### src/sfm_pkg.sv
package sfm_pkg;

    // Default sizing of the search engine
    localparam int MAX_NEEDLE_DEF     = 32;
    localparam int POSITION_WIDTH_DEF = 16;

    // Fixed field widths of the channels
    localparam int LEN_W     = 6;
    localparam int NIDX_W    = 5;
    localparam int BYTE_W    = 8;
    localparam int POS_OUT_W = 16;

    // Item modes
    localparam logic MODE_NEEDLE = 1'b0;
    localparam logic MODE_TEXT   = 1'b1;

    typedef struct packed {
        logic                 found;
        logic [POS_OUT_W-1:0] position;
    } result_t;

endpackage

### src/sfm_if.sv
interface sfm_item_if;
    import sfm_pkg::*;

    logic              valid;
    logic              ready;
    logic              mode;
    logic [NIDX_W-1:0] needle_index;
    logic [BYTE_W-1:0] data_byte;
    logic              last_of_text;

    modport source (output valid, mode, needle_index, data_byte, last_of_text, input ready);
    modport sink   (input valid, mode, needle_index, data_byte, last_of_text, output ready);
endinterface

interface sfm_result_if;
    import sfm_pkg::*;

    logic                 valid;
    logic                 ready;
    logic                 found;
    logic [POS_OUT_W-1:0] position;

    modport source (output valid, found, position, input ready);
    modport sink   (input valid, found, position, output ready);
endinterface

interface sfm_cfg_if;
    import sfm_pkg::*;

    logic             valid;
    logic             ready;
    logic [LEN_W-1:0] needle_length;

    modport source (output valid, needle_length, input ready);
    modport sink   (input valid, needle_length, output ready);
endinterface

### src/substring_first_match_top.sv
// A result is registered in the output register, or in the skid entry if full.
// Throughput: one item per cycle while the skid entry is empty; the
// partial-match vector updates in one step.
// A two-entry output stage (result register plus skid) keeps input flowing.
// Reset (rst_n, asynchronous, active low) clears the search state, the output
// stage and sets needle_length to 1; the needle store is not cleared.
module substring_first_match_top #(
    parameter int MAX_NEEDLE     = sfm_pkg::MAX_NEEDLE_DEF,
    parameter int POSITION_WIDTH = sfm_pkg::POSITION_WIDTH_DEF
) (
    input  logic        clk,
    input  logic        rst_n,
    sfm_item_if.sink    item,
    sfm_result_if.source result,
    sfm_cfg_if.sink     cfg
);
    import sfm_pkg::*;

    localparam int IDX_W = (MAX_NEEDLE > 1) ? $clog2(MAX_NEEDLE) : 1;
    localparam int LEFF_W = 9;

    // Needle store and search state
    logic [BYTE_W-1:0]         needle_reg [MAX_NEEDLE];
    logic [MAX_NEEDLE-1:0]     pmv_reg;
    logic [MAX_NEEDLE-1:0]     pmv_next;
    logic [POSITION_WIDTH-1:0] pos_reg;
    logic [POSITION_WIDTH-1:0] pos_next;
    logic                      reported_reg;
    logic                      reported_next;
    logic [LEN_W-1:0]          len_reg;

    // Output stage
    result_t out_reg;
    logic    out_valid_reg;
    result_t skid_reg;
    logic    skid_valid_reg;

    logic                      item_fire;
    logic                      text_fire;
    logic                      out_fire;
    logic [LEFF_W-1:0]         len_eff;
    logic [LEFF_W-1:0]         len_m1;
    logic [MAX_NEEDLE-1:0]     cmp_vec;
    logic [MAX_NEEDLE-1:0]     pmv_shift;
    logic                      hit;
    logic [POSITION_WIDTH-1:0] len_m1_ext;
    logic [POSITION_WIDTH-1:0] start_pos;
    logic [POSITION_WIDTH+POS_OUT_W-1:0] start_wide;
    result_t                   res;
    logic                      res_valid;

    assign item_fire  = item.valid && item.ready;
    assign text_fire  = item_fire && (item.mode == MODE_TEXT);
    assign out_fire   = result.valid && result.ready;
    assign item.ready = !skid_valid_reg;
    assign cfg.ready  = 1'b1;

    // Clamp the needle length to 1..MAX_NEEDLE
    always_comb
    begin
        len_eff = LEFF_W'(len_reg);
        if (len_eff == '0)
        begin
            len_eff = LEFF_W'(1);
        end
        if (int'(len_eff) > MAX_NEEDLE)
        begin
            len_eff = LEFF_W'(MAX_NEEDLE);
        end
        len_m1 = len_eff - LEFF_W'(1);
    end

    // Compare the text byte against every needle byte
    always_comb
    begin
        for (int j = 0; j < MAX_NEEDLE; j++)
        begin
            cmp_vec[j] = (needle_reg[j] == item.data_byte);
        end
    end

    // Shift-and update of the partial-match vector
    generate
        if (MAX_NEEDLE > 1)
        begin : g_shift
            assign pmv_shift = {pmv_reg[MAX_NEEDLE-2:0], 1'b1};
        end
        else
        begin : g_single
            assign pmv_shift = 1'b1;
        end
    endgenerate

    assign hit        = pmv_next[len_m1[IDX_W-1:0]];
    assign len_m1_ext = POSITION_WIDTH'(len_m1);
    assign start_pos  = (pos_reg >= len_m1_ext) ? (pos_reg - len_m1_ext) : '0;
    assign start_wide = {{POS_OUT_W{1'b0}}, start_pos};

    // Work out the next search state and any result
    always_comb
    begin
        pmv_next      = pmv_reg;
        pos_next      = pos_reg;
        reported_next = reported_reg;
        res_valid     = 1'b0;
        res.found     = 1'b0;
        res.position  = '0;
        if (text_fire)
        begin
            if (!reported_reg)
            begin
                pmv_next = pmv_shift & cmp_vec;
                if (pmv_next[len_m1[IDX_W-1:0]])
                begin
                    res_valid     = 1'b1;
                    res.found     = 1'b1;
                    res.position  = start_wide[POS_OUT_W-1:0];
                    reported_next = 1'b1;
                end
                if (pos_reg != '1)
                begin
                    pos_next = pos_reg + POSITION_WIDTH'(1);
                end
            end
            if (item.last_of_text)
            begin
                if (!reported_next)
                begin
                    res_valid    = 1'b1;
                    res.found    = 1'b0;
                    res.position = '0;
                end
                pmv_next      = '0;
                pos_next      = '0;
                reported_next = 1'b0;
            end
        end
    end

    // Write needle bytes; indexes beyond the store are dropped
    always_ff @(posedge clk)
    begin
        for (int j = 0; j < MAX_NEEDLE; j++)
        begin
            if (item_fire && (item.mode == MODE_NEEDLE) && (int'(item.needle_index) == j))
            begin
                needle_reg[j] <= item.data_byte;
            end
        end
    end

    // Hold search state and needle length
    always_ff @(posedge clk or negedge rst_n)
    begin
        if (!rst_n)
        begin
            pmv_reg      <= '0;
            pos_reg      <= '0;
            reported_reg <= 1'b0;
            len_reg      <= LEN_W'(1);
        end
        else
        begin
            pmv_reg      <= pmv_next;
            pos_reg      <= pos_next;
            reported_reg <= reported_next;
            if (cfg.valid && cfg.ready)
            begin
                len_reg <= cfg.needle_length;
            end
        end
    end

    // Output register with skid entry
    always_ff @(posedge clk or negedge rst_n)
    begin
        if (!rst_n)
        begin
            out_valid_reg  <= 1'b0;
            skid_valid_reg <= 1'b0;
        end
        else if (skid_valid_reg)
        begin
            if (out_fire)
            begin
                out_valid_reg  <= 1'b1;
                skid_valid_reg <= 1'b0;
            end
        end
        else if (!out_valid_reg || out_fire)
        begin
            out_valid_reg <= res_valid;
        end
        else if (res_valid)
        begin
            skid_valid_reg <= 1'b1;
        end
    end

    always_ff @(posedge clk)
    begin
        if (skid_valid_reg)
        begin
            if (out_fire)
            begin
                out_reg <= skid_reg;
            end
        end
        else if (!out_valid_reg || out_fire)
        begin
            out_reg <= res;
        end
        else if (res_valid)
        begin
            skid_reg <= res;
        end
    end

    assign result.valid    = out_valid_reg;
    assign result.found    = out_reg.found;
    assign result.position = out_reg.position;

`ifndef NO_ASSERTIONS
    // Skid entry is only used behind a full result register
    a_skid_behind_out: assert property (@(posedge clk) disable iff (!rst_n)
        skid_valid_reg |-> out_valid_reg)
        else $error("skid entry valid while result register empty");

    // End of text leaves a clean search state
    a_clear_on_last: assert property (@(posedge clk) disable iff (!rst_n)
        (text_fire && item.last_of_text) |=>
            (pmv_reg == '0 && pos_reg == '0 && !reported_reg))
        else $error("search state not cleared after end of text");

    // Text position advances by one on a searched byte that does not end text
    a_pos_advance: assert property (@(posedge clk) disable iff (!rst_n)
        (text_fire && !item.last_of_text && !reported_reg && pos_reg != '1) |=>
            (pos_reg == $past(pos_reg) + POSITION_WIDTH'(1)))
        else $error("text position did not advance");

    // A result is only produced by a hit or by end of text
    a_result_cause: assert property (@(posedge clk) disable iff (!rst_n)
        res_valid |-> (text_fire && (hit || item.last_of_text)))
        else $error("result without hit or end of text");
`endif

endmodule

### src/flat_wrapper.sv
// flat-port wrapper written by rule: the top's interface ports become plain ports
module substring_first_match_top_flat import sfm_pkg::*;
#(
    parameter int MAX_NEEDLE     = sfm_pkg::MAX_NEEDLE_DEF,
    parameter int POSITION_WIDTH = sfm_pkg::POSITION_WIDTH_DEF
)
  (clk, rst_n, item_valid, item_mode, item_needle_index, item_data_byte, item_last_of_text, item_ready, result_valid, result_found, result_position, result_ready, cfg_valid, cfg_needle_length, cfg_ready);
  sfm_item_if item_i ();
  sfm_result_if result_i ();
  sfm_cfg_if cfg_i ();
  input  logic clk;
  input  logic rst_n;
  input wire logic [$bits(item_i.valid)-1:0] item_valid;
  input wire logic [$bits(item_i.mode)-1:0] item_mode;
  input wire logic [$bits(item_i.needle_index)-1:0] item_needle_index;
  input wire logic [$bits(item_i.data_byte)-1:0] item_data_byte;
  input wire logic [$bits(item_i.last_of_text)-1:0] item_last_of_text;
  output wire logic [$bits(item_i.ready)-1:0] item_ready;
  output wire logic [$bits(result_i.valid)-1:0] result_valid;
  output wire logic [$bits(result_i.found)-1:0] result_found;
  output wire logic [$bits(result_i.position)-1:0] result_position;
  input wire logic [$bits(result_i.ready)-1:0] result_ready;
  input wire logic [$bits(cfg_i.valid)-1:0] cfg_valid;
  input wire logic [$bits(cfg_i.needle_length)-1:0] cfg_needle_length;
  output wire logic [$bits(cfg_i.ready)-1:0] cfg_ready;
  assign item_i.valid = item_valid;
  assign item_i.mode = item_mode;
  assign item_i.needle_index = item_needle_index;
  assign item_i.data_byte = item_data_byte;
  assign item_i.last_of_text = item_last_of_text;
  assign item_ready = item_i.ready;
  assign result_valid = result_i.valid;
  assign result_found = result_i.found;
  assign result_position = result_i.position;
  assign result_i.ready = result_ready;
  assign cfg_i.valid = cfg_valid;
  assign cfg_i.needle_length = cfg_needle_length;
  assign cfg_ready = cfg_i.ready;
  substring_first_match_top #(.MAX_NEEDLE(MAX_NEEDLE), .POSITION_WIDTH(POSITION_WIDTH)) u_core (.clk(clk), .rst_n(rst_n), .item(item_i), .result(result_i), .cfg(cfg_i));
endmodule
### config.mk
export PLATFORM = sky130hd
export DESIGN_NAME = substring_first_match_top_flat
export DESIGN_NICKNAME = d
export VERILOG_FILES = /design/src/sfm_pkg.sv /design/src/sfm_if.sv /design/src/substring_first_match_top.sv /design/src/flat_wrapper.sv
export SDC_FILE = /design/constraint.sdc
export NUM_CORES = 1
export LEC_CHECK = 0
export ABC_AREA = 1
export BUFFER_PORTS_ARGS = -buffer_cell sky130_fd_sc_hd__buf_4
export CORE_MARGIN = 10
export CORE_UTILIZATION = 30
export DETAILED_ROUTE_END_ITERATION = 6
export PLACE_DENSITY_LB_ADDON = 0.3
export SYNTH_ARGS = -nofsm -noshare
export SYNTH_HDL_FRONTEND = slang
export SYNTH_SLANG_ARGS = --single-unit
### constraint.sdc
create_clock -name clk -period 8.92 [get_ports clk]
set_input_delay 0.446 -clock clk [delete_from_list [all_inputs] [get_ports clk]]
set_output_delay 0.446 -clock clk [all_outputs]
set_load 0.01 [all_outputs]
## Word level (Yosys, flattened, before mapping)

Memory sizes are Yosys's and may differ from the RTL's.
Cells that the tools add are included.

- Register bits: 90
- Bits in latches: 0
- Bits in writable memories: 256
- ROM bits: 0
- Input bits: 26
- Output and inout bits: 20
- Logic and storage cells: 355
- Memories kept: 1

- Add/sub/neg operators: 3
- Multipliers: 0
- Divide/modulo/power cells: 0
- $lt $le $gt $ge: 3
- Equal/unequal tests: 66
- Shift-type cells: 0
- Muxes and demuxes: 190
- Bitwise operators: 4
- Reductions and logical operators: 78

Memories:

| name | depth | bits a word | rd ports | clocked after memory_dff | write ports | line | RTL |
|---|---|---|---|---|---|---|---|
| u_core.needle_reg | 32 | 8 | 32 | 0 | 1 | substring_first_match_top.sv:23 | `logic [BYTE_W-1:0] needle_reg [MAX_NEEDLE];` |

Operator list:

| operator | count |
|---|---|
| 8-bit == test | 32 |
| 8-bit 2-to-1 mux | 31 |
| 8-bit OR reduction | 31 |
| 5-bit 2-to-1 mux | 31 |
| 17-bit 2-to-1 mux | 8 |
| 1-bit 2-to-1 mux | 111 |
| 5-bit == test (second input constant) | 16 |
| 16-bit 2-to-1 mux | 4 |
| 31-bit 2-to-1 mux | 2 |
| 5-bit by 4-bit == test with 1-bit output (second input constant) | 8 |
| 1-bit logical AND | 36 |
| 32-bit bitwise AND | 1 |
| 5-bit by 3-bit == test with 1-bit output (second input constant) | 4 |
| 16-bit by 1-bit adder with 16-bit output (second input constant) | 1 |
| 16-bit by 9-bit greater-or-equal comparator with 1-bit output | 1 |
| 16-bit != test (second input constant) | 1 |
| 16-bit by 9-bit subtractor with 16-bit output | 1 |
| 5-bit by 2-bit == test with 1-bit output (second input constant) | 2 |
| 9-bit by 6-bit greater-than comparator with 1-bit output (second input constant) | 1 |
| 9-bit 2-to-1 mux | 1 |
| 9-bit by 1-bit subtractor with 9-bit output (second input constant) | 1 |
| 6-bit logical NOT | 1 |
| 5-bit by 6-bit less-than comparator with 1-bit output (second input constant) | 1 |
| 6-bit 2-to-1 mux | 1 |
| 10 further kinds | 17 |

## Depth between registers and ports, before layout

Gate-level depths: netlist (run 1).

- Word-level depth: 38
- Mapped depth: 22
- Depth with buffers taken out: 21

## Worst setup path before layout (run 1)

No wires, ideal clock.

- Path type: reg2reg
- From: register u_core.len_reg[0]
- To: register u_core.out_reg, in the netlist u_core.result.position[14] (data pin)
- Library setup time: 267 ps
- Arrival: 3376 ps
- Data required time: 8653 ps
- Slack: 5277 ps
- Cell stages (with the launch flop): 23
- Buffers on the path: 2
- Clock period less this slack: 3643 ps
- Path through: dfstp_2 -> inv_1 -> nand3_2 -> nand2_1 -> nand2_1 -> buf_2 -> ha_1 -> nand2_1 -> or2_2 -> nand2_1 -> inv_1 -> ha_1 -> inv_1 -> nor4_1 -> nand2_1 -> nand2_1 -> nand3_1 -> nand3_1 -> nor3_1 -> clkbuf_1 -> nor2_1 -> nand3_1 -> o21ai_0

- Word-level cells in the longest chain between the ends: 15
- Elaborated cells on any way between the ends: 20
- Those cells by class: add/sub: 2; order compare: 2; mux: 15; reduce/logical: 1

Ends and longest elaborated chain:

| what | line | RTL |
|---|---|---|
| start, declared | substring_first_match_top.sv:30 | `logic [LEN_W-1:0] len_reg;` |
| start signal, assigned | substring_first_match_top.sv:169 | `len_reg <= cfg.needle_length;` |
| 6-bit logical NOT | substring_first_match_top.sv:62 | `if (len_eff == '0)` |
| 6-bit 2-to-1 mux (*) | substring_first_match_top.sv:62 |  |
| 9-bit by 6-bit greater-than comparator with 1-bit output | substring_first_match_top.sv:66 | `if (int'(len_eff) > MAX_NEEDLE)` |
| 9-bit 2-to-1 mux (*) | substring_first_match_top.sv:66 |  |
| 9-bit by 1-bit subtractor with 9-bit output (*) | substring_first_match_top.sv:70 | `len_m1 = len_eff - LEFF_W'(1);` |
| branches (longest 6 deep; another with 16-bit by 9-bit subtractor with 16-bit output) | -- |  |
| 17-bit 2-to-1 mux (*) | substring_first_match_top.sv:125 | `if (item.last_of_text)` |
| 17-bit 2-to-1 mux (*) | substring_first_match_top.sv:108 | `if (text_fire)` |
| 17-bit 2-to-1 mux (*) | substring_first_match_top.sv:209 | `else if (!out_valid_reg \|\| out_fire)` |
| 17-bit 2-to-1 mux (*) | substring_first_match_top.sv:202 | `if (skid_valid_reg)` |
| end signal, assigned | substring_first_match_top.sv:206 | `out_reg <= skid_reg;` |
| end signal, assigned | substring_first_match_top.sv:211 | `out_reg <= res;` |
| end, declared | substring_first_match_top.sv:33 | `result_t out_reg;` |

Every way passes the cells marked *. The select of a mux whose other input is x is not followed.
A chain may end at the register's enable or synchronous reset.

==> results of run 1 <==
## layout make-up
cell class / instances / area (um2) / area share [%]
Sequential cell: 346 / 10100 / 52.8
Multi-Input combinational cell: 1141 / 5620 / 29.3
Clock buffer: 57 / 1060 / 5.54
Tap cell: 756 / 946 / 4.94
Inverter: 229 / 866 / 4.52
Timing Repair Buffer: 57 / 428 / 2.23
Clock inverter: 12 / 133 / 0.692
## where the power goes
| group | total, W | switching, W | internal (W) |
|---|---|---|---|
| logic | 0.000446 | 0.000308 | 0.000138 |
| registers | 0.00182 | 0.0000214 | 0.00180 |
| clock network | 0.00151 | 0.000649 | 0.000863 |
| total | 0.00378 | 0.000979 | 0.00280 |
## cell families (layout without fill, tap and decap cells)
logic type	Yosys count	count (layout)	synth area share (%)
buffers and inverters	297	355	7.37
AND/OR/NAND/NOR	852	852	21.2
XOR/XNOR	102	102	5.31
AO/OA/AOI/OAI	170	170	5.41
other	1	3	0.0221
multiplexers	2	2	0.133
flip-flops	346	346	59.6
adder cells (fa/ha/maj)	12	12	0.929
## per-stage QoR
stage | instances | worst slack [ps] | util (%)
after floorplan | 1784 | 5280 | -
after CTS | 2598 | 4480 | 34.1
after global placement | 2529 | 4620 | 32.0
final | 2598 | 4490 | 34.1
after detailed placement | 2529 | 4490 | 32.0
after global routing | 2598 | 4080 | 34.1
## per-layer routing
layer | wire, um | global-route usage (%) | share of wire (%)
met5 | 0 | 0 | 0
met4 | 998 | 3.58 | 2.4
met3 | 2370 | 2.70 | 5.7
met2 | 19100 | 20.2 | 46
met1 | 19100 | 16.2 | 46
## worst max-delay path: stages, from the launching register on
cell and delay [ps]:
dfstp_2 510, inv_1 70, nand3_2 110, nand2_1 60, nand2_1 610, ha_1 380, nand2_1 100, or2_2 280
nand2_1 120, inv_1 110, ha_1 340, inv_1 90, nor4_1 320, nand2_1 130, nand2_1 100, nand3_1 70
nand3_1 110, nor3_1 60, buf_4 170, inv_1 160, nand2_2 230, nor2_1 160
## cell usage after synthesis, drive strengths merged, types with 2 or more instances
cell    instances
a21oi          52
a31oi           4
buf            49
clkbuf         19
dfrtp          55
edfxtp        290
ha             11
inv           228
mux2            2
nand2         440
nand3         131
nand3b          2
nand4          13
nor2          230
nor3           13
nor3b           6
o211ai          3
o21ai          76
o22ai          31
or2            15
xnor2          42
xor2           60
## worst paths after layout
path / startpoint / slack [ps] / depth (start not counted) / endpoint
setup / recovery: u_core.len_reg[0] / 4490 / 21 / u_core.skid_reg[2]
hold / removal: rst_n / 10 / 1 / u_core.skid_valid_reg
setup reg to reg: u_core.len_reg[0] / 4490 / 21 / u_core.skid_reg[2]
hold reg to reg: u_core.skid_reg[11] / 530 / 2 / u_core.result.position[11]
max in group asynchronous: rst_n / 8260 / 1 / u_core.pmv_reg[15]
min in group clk: cfg_needle_length[1] / 170 / 2 / u_core.len_reg[1]
==> metrics.md, run 1 <==
| Metric | Value |
|---|---|
| Outcome | `complete, no violations` |
| Clock Skew | `around 28 ps` |
| Die area | `between 60,000 and 70,000 um2` |
| Commonest non-fill, non-tap cell in the layout | `nand2_1` |
| Gpl congestion | `approximately 0.83` |
| Total CTS buffers | `38` |
| Detailed-route wire length | `41.5 mm` |
| Grt ovf | `0` |
| Post-synth ARST share | `16.2%` |
| Critical path arrival | `4830 ps` |
| Worst-skew pair later-pin latency | `approximately 560 ps` |
| Final Hold Fails | `0` |
| ANT nets after route | `0` |
| Clock sinks | `about 350` |
| Root buffer cell | `clkbuf_16` |
| Cells after Synth | `1,782` |
| CTS tree | `built` |
| Register area share after synthesis | `between 50% and 60%` |
| Crit-path max FO | `18` |
| Peak VDD IR | `145 uV` |
| Final setup vio count | `0` |
| Largest net degree at the start of global routing | `66` |
| Clk buf depth | `3` |
| Syn avg cell area | `about 9.5 um2` |
| I/O Buffers | `44` |
| Min Hold Slack | `around 13 ps` |
| EDFF count, synth | `290` |
| DR WL/cell | `about 16 um` |
| Reg clk slew, reported paths | `approximately 60 ps` |
| DRT iter0 DRCs | `roughly 730` |
| H-tree Lvls | `2` |
| Final worst-path cycle share | `49.6%` |
| Final HPWL DP | `between 20 and 30 mm` |
| Synth area leader | `edfxtp_1` |
| Postcts setup bufs | `0` |
| Initial antenna violation count | `0` |
| Min-Delay Path Class | `primary input to asynchronous set/reset pin` |
| Critical Path RT | `9320 ps` |
| Setup crit end kind | `flop` |
| # IOs | `46` |
| RSZ-0062 raised after global routing | `no` |
| Pwr Density | `approximately 200 nW/um2` |
| Vias | `around 12,000` |
| Critical setup path kind | `flop to flop` |
| Pwr Total | `0.00378 W` |
| Initial Util | `a little under a third` |
| # Max-Cap Violations | `0` |
| Rows | `between 80 and 90` |
| Vias in the first global route | `11,725` |
| Static leakage | `~7.7 nW` |
| Syn-to-layout area delta | `12.9%` |
| # diodes | `0` |
| Most frequent cells in the layout | `nand2_1, edfxtp_1, inv_1, nor2_1, nand3_1` |
| Area after DPL | `18,000 um2` |
| Hold buffers post-CTS | `0` |
| Startpoint types | `flop` |
| Netlist cell types | `between 40 and 50` |
| Fmax | `226 MHz` |
| Total track usage | `between 10 and 15%` |
| First-pass DRT Iterations | `5` |
| Design Area, Final | `between 15,000 and 20,000 um2` |
| Yosys top cell area share | `~51%` |
| Synth top area cells | `edfxtp_1, nand2_1, dfrtp_1` |
| Max reg flops | `about 260` |
| Setup tns final | `0 ps` |
| Slew at the pin closest to its max-slew limit | `approximately 950 ps` |
| Filler instances | `5,739` |
| Syn Std Cell Area | `17,000 um2` |
| Ys flop type | `edfxtp_1` |
| Fin crit period | `between 4000 and 5000 ps` |
| Rel. slew slack | `a little over a third` |
| Post-cts resize count | `0` |
| Drt via density | `approximately 4.6` |
| Seq cells post-synth | `~350` |
| First-pass GRT wire length | `65.7 mm` |
| Max-slew violation count | `0` |
| Core area | `56,200 um2` |
| Yosys warns | `0` |
| Fin nets | `around 1,900` |
| Die X | `258 um` |
| Layout cells sized above 1 | `9.01%` |
| DIE HEIGHT | `between 200 and 300 um` |
| Remaining DRCs | `0` |
(Power assumes the default switching activity.)
==> run 2: changes to the inputs <==
Settings changed: ABC_AREA 1 to 0.
Clock period 8.92 ns to 4.15 ns, I/O delays scaled along.
==> metrics.md, run 2 <==
| Metric | Value |
|---|---|
| Outcome | `complete, no violations` |
| Filler instances | `between 5,000 and 6,000` |
| Postcts setup bufs | `0` |
| Detailed-route wire length | `37.5 mm` |
| Remaining DRCs | `0` |
| # Max-Cap Violations | `0` |
| DR WL/cell | `19.1 um` |
| Reg clk slew, reported paths | `about 60 ps` |
| Most frequent cells in the layout | `edfxtp_1, xnor2_1, buf_4, xor2_1, nand2_1` |
| Slew at the pin closest to its max-slew limit | `between 800 and 900 ps` |
| Post-synth top cells | `edfxtp_1, xnor2_1, xor2_1` |
| Final Hold Fails | `0` |
| Total track usage | `between 10% and 20%` |
| Vias in the first global route | `around 9,400` |
| Critical Path RT | `~4400 ps` |
| Initial antenna violation count | `0` |
| Setup tns final | `0 ps` |
| Final HPWL DP | `between 20 and 25 mm` |
| I/O Buffers | `44` |
| # IOs | `46` |
| Rel. slew slack | `a little over two fifths` |
| Most frequent cell after synthesis | `edfxtp_1` |
| Min Hold Slack | `between 40 and 50 ps` |
| Worst-skew pair later-pin latency | `around 570 ps` |
| ANT nets after route | `0` |
| Register area share after synthesis | `between 60% and 70%` |
| DIE HEIGHT | `249 um` |
| Static leakage | `around 6.3 nW` |
| Total CTS buffers | `38` |
| Syn avg cell area | `between 10 and 15 um2` |
| Cells after Synth | `roughly 1,200` |
| Hold Crit Start | `result_ready` |
| Setup crit end kind | `flop` |
| CTS tree | `built` |
| Clock sinks | `between 300 and 400` |
| Commonest non-fill, non-tap cell in the layout | `edfxtp_1` |
| Initial Util | `around 31%` |
| Hold path cells | `4` |
| Netlist cell types | `62` |
| Drt via density | `between 4 and 5` |
| Fin nets | `1,293` |
| Synth area leader | `edfxtp_1` |
| Critical setup path kind | `flop to flop` |
| Worst R2R Setup Slack | `roughly 360 ps` |
| Max-slew violation count | `0` |
| Fin crit period | `~3800 ps` |
| Fmax | `around 260 MHz` |
| Critical path arrival | `between 4000 and 5000 ps` |
| Slowest stage cell, crit path | `a41oi_1` |
| Hold Crit Endpoint | `u_core.result.valid` |
| Worst setup margin | `365 ps` |
| Post-synth ARST share | `~16%` |
| Synth top area cells | `edfxtp_1, xnor2_1, dfrtp_1` |
| Peak VDD IR | `between 300 and 400 uV` |
| EDFF count, synth | `290` |
| Syn Std Cell Area | `15,800 um2` |
| WP buf/inv | `2` |
| Pre-CTS WS | `approximately 400 ps` |
| Layout cells sized above 1 | `between 10% and 20%` |
| Grt ovf | `0` |
| Final Util | `35.7%` |
| Syn-to-layout area delta | `16.9%` |
| Critical R2R Capture | `u_core.result.position[15]` |
| FF-to-FF path depth | `15` |
| Pwr Density | `roughly 450 nW/um2` |
| Crit-path max FO | `5` |
| Seq cells post-synth | `about 350` |
| Largest net degree at the start of global routing | `57` |
| Startpoint types | `flop` |
| Final setup vio count | `0` |
| RR Startpoint | `u_core.len_reg[1]` |
| Rows | `between 80 and 90` |
| Min-Delay Path Class | `primary input to flop` |
| Ys flop type | `edfxtp_1` |
| Pwr Total | `0.00821 W` |
| Max reg flops | `256` |
| First-pass DRT Iterations | `5` |
| CP Cell Sequence | `nor4_1, o21ba_2, inv_1, ha_1, a211o_1, nand2_1, inv_1, ha_1, or2_2, a21oi_1, a21oi_1, a41oi_1, nand3_1, xor2_1, o31ai_1` |
| Final worst-path cycle share | `between 90% and 100%` |
| CP max stage delay | `480 ps` |
| Clock Skew | `26.5 ps` |
| First-pass GRT wire length | `between 50 and 60 mm` |
| H-tree Lvls | `2` |
| Family with the most delay on the worst path | `compound AO/OA/AOI/OAI gates` |
| Core area | `roughly 52,000 um2` |
| Gpl congestion | `around 0.83` |
| RSZ-0062 raised after global routing | `no` |
| Yosys warns | `0` |
| # diodes | `0` |
| Die area | `approximately 62,000 um2` |
| Root buffer cell | `clkbuf_16` |
| Clk buf depth | `3` |
| DRT iter0 DRCs | `~600` |
| Die X | `249 um` |
| Yosys top cell area share | `roughly 55%` |
| Vias | `a little over 9,000` |
## run 2: layer usage
metal / vias to the layer above / part of all wire, % / global-route usage, % / routed length (um)
met5: - / 0 / 0 / 0
met4: 0 / 1.8 / 3.28 / 670
met3: 47 / 4.5 / 2.40 / 1710
met2: 170 / 44 / 18.1 / 16700
met1: 4619 / 49 / 16.9 / 18500
li1: 4399 / - / - / -
## run 2: worst register-to-register path, stage by stage, from the launching register on
cell and delay, ps:
dfrtp_1 410, nor4_1 260, o21ba_2 180, inv_1 60, ha_1 250, a211o_1 280
nand2_1 120, inv_1 120, ha_1 340, or2_2 310, a21oi_1 150, a21oi_1 70
a41oi_1 480, nand3_1 150, xor2_1 240, o31ai_1 100
## run 2: cells by family (layout without fill, tap and decap cells)
| family | after synthesis | count (layout) | synth area share (%) |
|---|---|---|---|
| other cells | 1 | 3 | 0.0238 |
| xor+xnor | 280 | 280 | 15.7 |
| compound gates | 111 | 111 | 5.38 |
| flops | 346 | 346 | 64.2 |
| simple gates | 333 | 333 | 10.9 |
| fa+ha+maj | 12 | 12 | 1.00 |
| buf+inv | 80 | 192 | 2.42 |
| mux | 6 | 6 | 0.421 |
## run 2: area by class of cell
class / instances / area [um2] / share of cell area, %
inverters: 17 / 63.8 / 0.347
flip-flops and latches: 346 / 10100 / 54.9
multi-input cells: 745 / 5280 / 28.7
clock inverters: 19 / 174 / 0.945
well taps: 680 / 851 / 4.62
repair buffers: 107 / 893 / 4.85
clock buffers: 49 / 1030 / 5.61
## run 2: worst max-delay path by stage
stage,end,slack [ps],cells past startpoint,start
floorplan,u_core.skid_reg[10],90,18,u_core.len_reg[4]
global placement,u_core.result.position[14],410,15,u_core.len_reg[4]
detailed placement,u_core.result.position[15],400,15,u_core.len_reg[4]
CTS,u_core.result.position[14],360,15,u_core.len_reg[4]
global route,u_core.result.position[14],40,15,u_core.len_reg[3]
finish,u_core.result.position[15],360,15,u_core.len_reg[1]
## run 2: per-stage QoR
step	instances	area, um2
floorplan	1171	15800
global placement	1879	17000
detailed placement	1879	17000
CTS	1963	18400
global route	1963	18400
finish	1963	18400
## run 2: power by group
| part | switching (W) | internal [W] |
|---|---|---|
| clock network | 0.00141 | 0.00190 |
| registers | 0.0000571 | 0.00387 |
| logic | 0.000619 | 0.000362 |
## run 2: repair_timing
action | 4_1_cts | 5_1_grt
resized for setup | 0 | 0
hold endpoints to repair | 68 | 0
hold buffers | 16 | 0
==> run 3: changes to the inputs <==
--- a/config.mk
+++ b/config.mk
@@ -13,2 +13,3 @@
 export PLACE_DENSITY_LB_ADDON = 0.3
+export RECOVER_POWER = 100
 export SYNTH_ARGS = -nofsm -noshare
==> constraint.sdc (replaced) <==
create_clock -name clk -period 4.15 [get_ports clk]
set_input_delay 0 -clock clk [delete_from_list [all_inputs] [get_ports clk]]
set_output_delay 0 -clock clk [all_outputs]
set_load 0.1 [all_outputs]
==> metrics.md, run 3 (synthesized netlist as in run 2, its figures left out) <==
| Metric | Value |
|---|---|
| Outcome | `finished, violations left` |
| Violations in the final reports | `capacitance limit, slew limit` |
| Final Hold Fails | `0` |
| Core area | `roughly 52,000 um2` |
| Pwr Density | `approximately 470 nW/um2` |
| Setup crit end kind | `flop` |
| Hold Crit Start | `item_needle_index[1]` |
| Rel. slew slack | `-145%` |
| Peak VDD IR | `approximately 300 uV` |
| Vias in the first global route | `~9,500` |
| CTS tree | `built` |
| Reg power frac | `a little under half` |
| Min-Delay Path Class | `primary input to flop` |
| First-pass DRT Iterations | `5` |
| Initial antenna violation count | `0` |
| Slew at the pin closest to its max-slew limit | `around 3700 ps` |
| Reg clk slew, reported paths | `60 ps` |
| Rows | `just over 80` |
| Post-Layout Cell Count | `1,987` |
| Total CTS buffers | `38` |
| CP max stage delay | `between 500 and 600 ps` |
| Grt ovf | `0` |
| Design Area, Final | `around 18,000 um2` |
| Clock power share | `between 30% and 40%` |
| Total track usage | `roughly 12%` |
| Family with the most delay on the worst path | `buffers and inverters` |
| Worst setup margin | `between 150 and 200 ps` |
| Dpl cells | `between 1,500 and 2,000` |
| H-tree Lvls | `2` |
| # Max-Cap Violations | `2` |
| Worst-skew pair later-pin latency | `around 560 ps` |
| WP buf/inv | `5` |
| First-pass GRT wire length | `59.2 mm` |
| I/O Buffers | `44` |
| Fin nets | `approximately 1,300` |
| Clock Skew | `approximately 21 ps` |
| Psw | `about 0.0025 W` |
| Die X | `around 250 um` |
| Critical path arrival | `roughly 4400 ps` |
| Remaining DRCs | `0` |
| Gpl congestion | `between 0.7 and 0.8` |
| Commonest non-fill, non-tap cell in the layout | `edfxtp_1` |
| Slowest stage cell, crit path | `dlygate4sd3_1` |
| Startpoint types | `flop` |
| Drt via density | `4.72` |
| Layout cells sized above 1 | `approximately 11%` |
| Vias | `~9,400` |
| Max-slew violation count | `85` |
| Final setup vio count | `0` |
| Register Area | `10,100 um2` |
| Crit path launch | `u_core.len_reg[4]` |
| Crit-path max FO | `13` |
| Area after DPL | `roughly 17,000 um2` |
| Max reg flops | `~260` |
| Setup tns final | `0 ps` |
| # IOs | `46` |
| Filler instances | `~5,000` |
| Final HPWL DP | `around 24 mm` |
| Static leakage | `around 6.2 nW` |
| DIE HEIGHT | `249 um` |
| Final Util | `around 36%` |
| Combinational power share | `16.0%` |
| Largest net degree at the start of global routing | `57` |
| Clk buf depth | `3` |
| P_int | `roughly 0.0061 W` |
| Critical setup path kind | `flop to flop` |
| Critical Path RT | `4570 ps` |
| Die area | `62,100 um2` |
| Syn-to-layout area delta | `16.9%` |
| Fmax | `approximately 250 MHz` |
| CP Cell Sequence | `nor4_2, o21ba_2, inv_1, ha_1, xnor2_2, inv_1, buf_4, nand2b_1, o311a_1, o2111ai_1, a2bb2oi_2, and4_4, buf_4, o31ai_1, dlygate4sd3_1` |
| DRT iter0 DRCs | `563` |
| Clock sinks | `346` |
| RR Startpoint | `u_core.len_reg[4]` |
| # diodes | `0` |
| Most frequent cells in the layout | `edfxtp_1, xnor2_1, xor2_1, nand2_1, nor2_1` |
| Pre-CTS WS | `364 ps` |
| Fin crit period | `approximately 4000 ps` |
| Area of the multi-input gates | `approximately 5300 um2` |
| Final worst-path cycle share | `96.0%` |
| ANT nets after route | `0` |
| Root buffer cell | `clkbuf_16` |
| DR WL/cell | `slightly below 20 um` |
| Initial Util | `around 31%` |
| Switching share of power | `between 20 and 30%` |
| Detailed-route wire length | `between 30 and 40 mm` |
[run 3: changes by cell type in the layout (fill, tap and decap cells not counted), moves of 2 or more]
cell / change
o21ai_0: +2
o21ai_1: -2
dlygate4sd3_1: +9
buf_4: -35
clkbuf_1: +54
clkinv_2: -3
buf_12: -2
[run 3: layout make-up]
class / count / share of cell area, %
tap: 680 / 4.62
inverter: 17 / 0.347
clock inverter: 15 / 0.836
sequential: 346 / 54.9
clock buffer: 54 / 5.65
timing repair buffer: 129 / 4.74
multi-input combinational: 746 / 28.9
[run 3: path summary, 6_finish.rpt]
path,end,slack [ps],depth (start not counted)
max in group asynchronous,u_core.pmv_reg[29],810,2
min,u_core.needle_reg[1][121],70,3
min in group asynchronous,u_core.pos_reg[15],1270,2
min reg2reg,u_core.pmv_reg[27],480,2
max reg2reg,u_core.reported_reg,170,15
max,u_core.reported_reg,170,15
[run 3: repair_timing]
item                                    4_1_cts  5_1_grt
endpoints found under the hold margin       146        0
buffers inserted                              0        8
gates resized for setup                       0        5
hold buffers                                 25        0
endpoints found under the setup margin        0        6
[run 3: metal layers]
metal	routed length, um	GRT usage (%)
met5	0	0
met3	1900	2.67
met2	17300	18.7
met1	18500	16.9
met4	550	2.57
[run 3: stage by stage]
step | hold slack, ps | power (W)
final | 65.4 | 0.00858
after global routing | 55.7 | 0.00893
after CTS | 33.4 | 0.00869
after detailed placement | 158 | 0.00536
after global placement | 161 | 0.00534
after floorplan | -296 | 0.00496
[run 3: worst register-to-register path, cell delays in order (launching register included)]
cell           delay, ps
dfrtp_1              410
nor4_2               340
o21ba_2              200
inv_1                 60
ha_1                 270
xnor2_2              170
inv_1                 90
buf_4                140
nand2b_1             120
o311a_1              360
o2111ai_1            110
a2bb2oi_2            280
and4_4               410
buf_4                240
o31ai_1               90
dlygate4sd3_1        560
[run 3: power groups by stage]
| stage | logic, W | registers [W] | clock network [W] |
|---|---|---|---|
| after floorplan | 0.000582 | 0.00437 | 0 |
| after global placement | 0.00134 | 0.00400 | 0 |
| after detailed placement | 0.00135 | 0.00401 | 0 |
| after CTS | 0.00138 | 0.00393 | 0.00337 |
| after global routing | 0.00148 | 0.00394 | 0.00351 |
| final | 0.00138 | 0.00393 | 0.00327 |
